$ cat src/hdl/pdq_pkg.sv
package pdq_pkg;

	localparam int NUM_LANES = 6;
	localparam int SAMPLE_W  = 28;
	localparam int MIX_W     = 31;
	localparam int WORD_W    = 24;
	localparam int GAIN_W    = 24;

	typedef logic signed [SAMPLE_W-1:0] sample_t;
	typedef logic signed [MIX_W-1:0]    mix_t;
	typedef logic [WORD_W-1:0]          word_t;

	typedef enum logic [2:0] {
		MIX_ZERO,
		MIX_MONO,
		MIX_PASS,
		MIX_REMAP,
		MIX_STEREO,
		MIX_QUAD
	} mix_kind_t;

	typedef enum logic [1:0] {
		BITS_8,
		BITS_16,
		BITS_24
	} bits_t;

	// config register indexes
	typedef enum logic [2:0] {
		REG_SRC_CH   = 3'd0,
		REG_OUT_CH   = 3'd1,
		REG_MODE     = 3'd2,
		REG_CENTER   = 3'd3,
		REG_GAIN     = 3'd4,
		REG_BITS     = 3'd5
	} reg_index_t;

	localparam logic [2:0] MODE_REMAP    = 3'd1;
	localparam logic [2:0] MODE_WEIGHTED = 3'd4;

	typedef struct packed {
		mix_kind_t  kind;
		logic       weighted;
		logic       center_order;
		logic [2:0] n;
	} mix_ctrl_t;

	typedef struct packed {
		logic [GAIN_W-1:0] gain;
		bits_t             bits;
	} quant_ctrl_t;

	typedef struct packed {
		word_t word;
		logic  clamped;
	} lane_out_t;

endpackage

$ cat src/hdl/pdq_if.sv


interface pdq_result_if;
	import pdq_pkg::*;
	logic       valid;
	logic       ready;
	word_t      out_word;
	logic [2:0] out_channel;
	logic       clamped;
	logic       last;

	modport source (output valid, out_word, out_channel, clamped, last, input ready);
	modport sink (input valid, out_word, out_channel, clamped, last, output ready);
endinterface

$ cat src/hdl/pdq_serializer.sv
module pdq_serializer
	import pdq_pkg::*;
(
	input  logic       clk,
	input  logic       arst_n,
	input  logic       ld_valid,
	output logic       ld_ready,
	input  lane_out_t  lanes [NUM_LANES],
	input  logic [2:0] m,
	input  logic       m_ok,
	pdq_result_if.source result
);

	lane_out_t  buf_q [NUM_LANES];
	logic [2:0] cnt_q;
	logic       busy_q;
	logic       last, out_fire, ld_fire;

	assign last     = cnt_q == m - 3'd1;
	assign out_fire = busy_q && result.ready;
	assign ld_ready = !busy_q || (out_fire && last);
	assign ld_fire  = ld_valid && ld_ready;

	always_ff @(posedge clk) begin
		if (ld_fire) begin
			for (int i = 0; i < NUM_LANES; i++)
				buf_q[i] <= lanes[i];
		end
	end

	always_ff @(posedge clk or negedge arst_n) begin
		if (!arst_n) begin
			busy_q <= 1'b0;
			cnt_q  <= '0;
		end else if (ld_fire && m_ok) begin
			busy_q <= 1'b1;
			cnt_q  <= '0;
		end else if (out_fire && last) begin
			busy_q <= 1'b0;
		end else if (out_fire) begin
			cnt_q <= cnt_q + 3'd1;
		end
	end

	assign result.valid       = busy_q;
	assign result.out_word    = buf_q[cnt_q].word;
	assign result.out_channel = cnt_q;
	assign result.clamped     = buf_q[cnt_q].clamped;
	assign result.last        = last;

	a_next_channel: assert property (@(posedge clk) disable iff (!arst_n)
		result.valid && result.ready && !result.last |=>
			result.valid && result.out_channel == $past(result.out_channel) + 3'd1)
		else $error("channel index did not advance within a frame");

	a_frame_start: assert property (@(posedge clk) disable iff (!arst_n)
		ld_valid && ld_ready && m_ok |=> result.valid && result.out_channel == 3'd0)
		else $error("new frame does not start at channel zero");

	a_drop_frame: assert property (@(posedge clk) disable iff (!arst_n)
		ld_valid && ld_ready && !m_ok |=> !result.valid)
		else $error("frame with no output channels produced a transfer");

endmodule

$ cat src/flat_wrapper.sv
// flat-port wrapper written by rule: the top's interface ports become plain ports
module pdq_serializer_flat import pdq_pkg::*;
  (clk, arst_n, ld_valid, ld_ready, lanes, m, m_ok, result_valid, result_out_word, result_out_channel, result_clamped, result_last, result_ready);
  pdq_result_if result_i ();
  input  logic clk;
  input  logic arst_n;
  input  logic ld_valid;
  output logic ld_ready;
  input  lane_out_t lanes[NUM_LANES];
  input  logic [2:0] m;
  input  logic m_ok;
  output wire logic [$bits(result_i.valid)-1:0] result_valid;
  output wire logic [$bits(result_i.out_word)-1:0] result_out_word;
  output wire logic [$bits(result_i.out_channel)-1:0] result_out_channel;
  output wire logic [$bits(result_i.clamped)-1:0] result_clamped;
  output wire logic [$bits(result_i.last)-1:0] result_last;
  input wire logic [$bits(result_i.ready)-1:0] result_ready;
  assign result_valid = result_i.valid;
  assign result_out_word = result_i.out_word;
  assign result_out_channel = result_i.out_channel;
  assign result_clamped = result_i.clamped;
  assign result_last = result_i.last;
  assign result_i.ready = result_ready;
  pdq_serializer u_core (.clk(clk), .arst_n(arst_n), .ld_valid(ld_valid), .ld_ready(ld_ready), .lanes(lanes), .m(m), .m_ok(m_ok), .result(result_i));
endmodule
$ cat config.mk
export PLATFORM = sky130hd
export DESIGN_NAME = pdq_serializer_flat
export DESIGN_NICKNAME = d
export VERILOG_FILES = /design/src/hdl/pdq_pkg.sv /design/src/hdl/pdq_if.sv /design/src/hdl/pdq_serializer.sv /design/src/flat_wrapper.sv
export SDC_FILE = /design/constraint.sdc
export NUM_CORES = 1
export LEC_CHECK = 0
export ABC_CLOCK_PERIOD_IN_PS = 8980
export BUFFER_PORTS_ARGS = -buffer_cell sky130_fd_sc_hd__buf_2
export CORE_MARGIN = 2
export CORE_UTILIZATION = 55
export CTS_CLUSTER_SIZE = 30
export DETAILED_ROUTE_END_ITERATION = 8
export GPL_TIMING_DRIVEN = 0
export HOLD_SLACK_MARGIN = 0.1
export PLACE_DENSITY = 0.9
export RECOVER_POWER = 50
export SETUP_SLACK_MARGIN = 0.2
export SLEW_MARGIN = 20
export SYNTH_ARGS = -nofsm -noshare
export SYNTH_HDL_FRONTEND = slang
export SYNTH_SLANG_ARGS = --single-unit
export TNS_END_PERCENT = 5
$ cat constraint.sdc
create_clock -name clk -period 8.98 [get_ports clk]
set_input_delay 0.898 -clock clk [delete_from_list [all_inputs] [get_ports clk]]
set_output_delay 0.898 -clock clk [all_outputs]
set_load 0.005 [all_outputs]
# Word-level counts from Yosys, hierarchy flattened
# Memories as Yosys holds them, arrays and structs flattened.
# Cells that the tools add are included.
dict set report word_totals {
  inputBits 158
  mem_bits_rw 150
  wordCells 23
  n_memories 1
  regBits 4
  out_inout_bits 31
}
dict set report classes {
  n_mux 7
  eq_ne 2
  add_sub_neg 2
  reduce_logical 9
}
# memory words width read_ports rd_clocked_by_memory_dff write_ports line_no
set memory_table {}
lappend memory_table {u_core.buf_q 6 25 1 0 6 pdq_serializer.sv:14} ;# lane_out_t buf_q [NUM_LANES];
# op n
set op_table {}
lappend op_table {{3-bit two-way mux} 3}
lappend op_table {{1-bit logical AND} 4}
lappend op_table {{1-bit two-way mux} 4}
lappend op_table {{2-bit nonzero test} 2}
lappend op_table {{3-bit by 1-bit adder with 3-bit output (second input constant)} 1}
lappend op_table {{3-bit equality test} 1}
lappend op_table {{3-bit by 1-bit subtractor with 3-bit output (second input constant)} 1}
lappend op_table {{2-bit by 1-bit inequality test with 1-bit output (second input constant)} 1}
lappend op_table {{2-bit AND reduction} 1}
lappend op_table {{1-bit logical NOT} 1}
lappend op_table {{1-bit logical OR} 1}

# Depth between registers and ports, before layout
dict set report logic_depth {
  depth_word 8
  ltp_mapped 7
  depth_no_buf 6
}

# Worst setup path before layout
# No wires, ideal clock.
dict set report synth_timing {
  path_type {input to register}
  startpoint {input m[0]}
  endpoint {memory u_core.buf_q[0][0] (netlist name), enable pin}
  slack_ns 3.185
  n_path_buf 0
  t_arrival_ns 5.267
  required_time_ns 8.452
  path_stages 6
  cell_sequence {inv_1 -> ha_1 -> xor2_4 -> nand3_1 -> o21ai_2 -> and2_1}
}
# element line_no
set synth_lines {}
lappend synth_lines {{from (decl)} flat_wrapper.sv:10} ;# input logic [2:0] m;
lappend synth_lines {{to (decl)} pdq_serializer.sv:14}

==> run_results.csv <==
group,metric,value,unit
final_layout,fin_nets,676,
timing,period_share,0.501,
floorplanning,core,10800,sq um
synthesis,ys.flop_type,"edfxtp_1",
pwr,comb_power_share,0.299,
grt,overflow,0,
critical_path,crit_family,"simple AND/OR/NAND/NOR gates",
floorplanning,die_h,109,microns
pwr,power_frac_clock,0.273,
routing,drt_pass1_iterations,4,
clock_tree,post_cts_resized,0,
timing,tns,0,ns
routing,routed_wl,12400,microns
pwr,switching_share,0.298,
clock_tree,cts_made_buffers,17,
synthesis,synth_compound_area_frac,0.0315,
synthesis,syn-num-nets,467,
final_layout,multi_input_area,1300,sq um
timing,setup_viol,0,
timing,finClkSkew,0.0107,ns
pwr,power_frac_seq,0.428,
placement,place_hpwl,8770,microns
timing,worst_slew_pin_slew,2.39,ns
status,violations,"capacitance limit, slew limit",
critical_path,path_buf_inv,4,
synthesis,synthAdderAreaFrac,0.00414,
timing,hold_violations,0,
clock_tree,post_cts_buffers,0,
placement,portBuffers,188,
critical_path,cp-end-kind,"flop",
critical_path,r2r_cells,6,
floorplanning,die_area,11800,sq um
critical_path,cp_data_arrival_time,4.70,ns
critical_path,cp.depth,9,
clock_tree,clk_path_buf_depth,2,
timing,grt_setup_unrepaired,"false",
pwr,leakage,3.02,nW
critical_path,crit_path_frequent_cell,"buf_16",
synthesis,synth.avg_cell_area,19.7,sq um
placement,pre_cts_ws,5.43,ns
clock_tree,root_buffer,"clkbuf_8",
clock_tree,worstSkewPairLatency,0.52,ns
synthesis,ys_warn_count,0,
clock_tree,clk_pin_slew_worst_paths,0.06,ns
critical_path,crit_path_max_fanout,61,
job,maxCapViolCount,1,
grt,grt_pass1_vias,3811,
placement,place.gp.congestion,0.765,
synthesis,synth_top_family_by_area,"multiplexers",
floorplanning,fp.dieW,109,microns
synthesis,netlist_area,6040,sq um
grt,grt_antenna_before_repair,1,
critical_path,slowest_stage,"and2_0",
pwr,peakVddDrop,0.223,mV
pwr,power_density,302,nW/um^2
final_layout,finalCoreUtilization,0.716,
pwr,power_switching,0.695,mW
final_layout,regArea,4600,sq um
timing,finalCriticalPeriod,4.50,ns
timing,max_freq,222,MHz
status,status,"finished, violations left",
grt,grt_pass1_wl,18700,microns
grt,grt_max_degree,62,
floorplanning,initial_core_util,0.559,
timing,final-max-slew-violation-count,35,
critical_path,slowest_delay,1.80,ns
synthesis,async_reset_ff_frac,0.0260,
floorplanning,boundaryPins,189,
synthesis,synth_edf_count,150,
routing,wl_per_cell,18.5,microns
synthesis,muxShareOfSynthArea,0.138,
final_layout,drive_gt1_frac,0.448,
floorplanning,row_count,38,
hold_path,hp-class,"input port to async pin",
final_layout,nFillCells,677,
synthesis,synth-xor-area-share,0.0124,
synthesis,synthCells,307,
synthesis,synthSimpleGateAreaFrac,0.0288,
routing,vias,3541,
synthesis,synthDistinctLibCells,31,
critical_path,critPathRequiredTime,9.18,ns
synthesis,synth-seq-area-share,0.763,
timing,fin_ws,4.48,ns
routing,drt_iter0_markers,290,
critical_path,startpoint_type,"input port",
clock_tree,tritoncts,"yes",
routing,drc,0,
clock_tree,cts_hold_buf,0,
grt,grt_use_total,0.223,
final_layout,area_delta_synth_final,27.9,%
clock_tree,htreeDepth,4,
critical_path,path_class,"input port to flop",
routing,antenna_left,0,
synthesis,ys_ff_latch,154,
pwr,p_int,1.64,mW
clock_tree,cts_sinks,154,
timing,slew_headroom,-0.597,
routing,vias_per_cell,5.28,
critical_path,crit_chain,"clkbuf_1, inv_1, ha_1, xor2_4, nand3_1, o21ai_0, and2_0, buf_16, buf_16",
[worst reg2reg max path, cell delays in order (launching register included)]
cell	delay [ns]
dfrtp_1	0.44
xnor3_1	0.39
nand3_1	0.20
o21ai_0	0.34
and2_0	1.80
buf_16	0.36
buf_16	0.32
[layout by cell type, fill, tap and decap left out, types with 2 or more instances in the layout]
| cell type | synthesis | final |
|---|---|---|
| o21ai_0 | 26 | 27 |
| clkbuf_1 | 4 | 19 |
| mux4_1 | 6 | 6 |
| clkbuf_16 | 0 | 16 |
| clkinv_4 | 0 | 3 |
| inv_1 | 6 | 6 |
| nand3_1 | 2 | 2 |
| buf_16 | 0 | 2 |
| diode_2 | 0 | 2 |
| edfxtp_1 | 150 | 150 |
| buf_6 | 5 | 5 |
| ha_1 | 2 | 2 |
| nor2_1 | 3 | 3 |
| buf_1 | 2 | 2 |
| dfrtp_1 | 4 | 4 |
| clkinv_2 | 0 | 3 |
| mux4_2 | 19 | 19 |
| buf_2 | 2 | 176 |
| mux2i_1 | 25 | 25 |
| a21oi_1 | 2 | 2 |
| o211ai_1 | 2 | 2 |
| nand2_1 | 32 | 32 |
| inv_6 | 0 | 6 |
[layout make-up]
| cell class | instances | area share |
|---|---|---|
| sequential | 154 | 0.596 |
| clock inverter | 14 | 0.0146 |
| timing repair buffer | 190 | 0.127 |
| inverter | 6 | 0.00292 |
| antenna | 2 | 0.000648 |
| tap | 140 | 0.0227 |
| clock buffer | 18 | 0.0541 |
| multi-input combinational | 132 | 0.168 |
| buffer | 15 | 0.0144 |
[stage by stage]
| step | hold slack, ns | power (mW) | area, sq um | cells |
|---|---|---|---|---|
| floorplan | 0.602 | 1.48 | 6040 | 307 |
| global placement | 0.676 | 1.71 | 7150 | 635 |
| detailed placement | 0.706 | 1.72 | 7210 | 637 |
| CTS | 0.154 | 2.36 | 7740 | 669 |
| global route | 0.188 | 2.46 | 7720 | 669 |
| finish | 0.198 | 2.33 | 7720 | 671 |
[power by group through the flow]
stage / Sequential, mW / Combinational [mW] / Clock, mW
after global placement: 1.03 / 0.679 / 0
after global routing: 1.01 / 0.779 / 0.676
final: 0.997 / 0.698 / 0.637
after detailed placement: 1.01 / 0.714 / 0
after CTS: 0.995 / 0.716 / 0.648
after floorplan: 1.02 / 0.455 / 0
[cell families (layout without fill, tap and decap cells)]
kind of cell / Yosys count / in the layout
compound gates: 34 / 34
xor+xnor: 4 / 4
fa+ha+maj: 2 / 2
buf+inv: 21 / 243
flops: 154 / 154
mux: 50 / 50
other cells: 0 / 2
simple gates: 42 / 42
[synth_stat cells, types with 3 or more instances]
library cell	number	area share
edfxtp_1	150	0.75
nand2_1	32	0.020
o21ai_0	26	0.022
mux2i_1	25	0.041
mux4_2	19	0.071
inv_1	6	0.0037
mux4_1	6	0.026
buf_6	5	0.0093
clkbuf_1	4	0.0025
dfrtp_1	4	0.017
nor2_1	3	0.0019
[registers in the layout (all words and copies together), names as in the netlist]
signal                     count
u_core.result.out_channel      3
u_core.buf_q                 150
u_core.result.valid            1
[per-layer routing]
metal / track usage / wire (microns) / vias up / share of wire
met4: 0.0815 / 189 / 0 / 0.015
met3: 0.0861 / 1080 / 15 / 0.087
met1: 0.253 / 4640 / 1711 / 0.37
met5: 0 / 0 / - / 0
li1: - / - / 1647 / -
met2: 0.383 / 6520 / 168 / 0.52
[final timing paths]
check | start | end | slack, ns
min reg2reg | u_core.result.out_channel[2]$_DFFE_PN0P_ | u_core.result.out_channel[2]$_DFFE_PN0P_ | 0.73
max | m[0] | u_core.buf_q[0][9]$_DFFE_PP_ | 4.48
min in group clk | lanes[124] | u_core.buf_q[1][24]$_DFFE_PP_ | 0.55
max reg2reg | u_core.result.out_channel[2]$_DFFE_PN0P_ | u_core.buf_q[0][9]$_DFFE_PP_ | 4.78
min | arst_n | u_core.result.out_channel[1]$_DFFE_PN0P_ | 0.20
max in group asynchronous | arst_n | u_core.result.out_channel[2]$_DFFE_PN0P_ | 8.60
(Power assumes the default switching activity.)
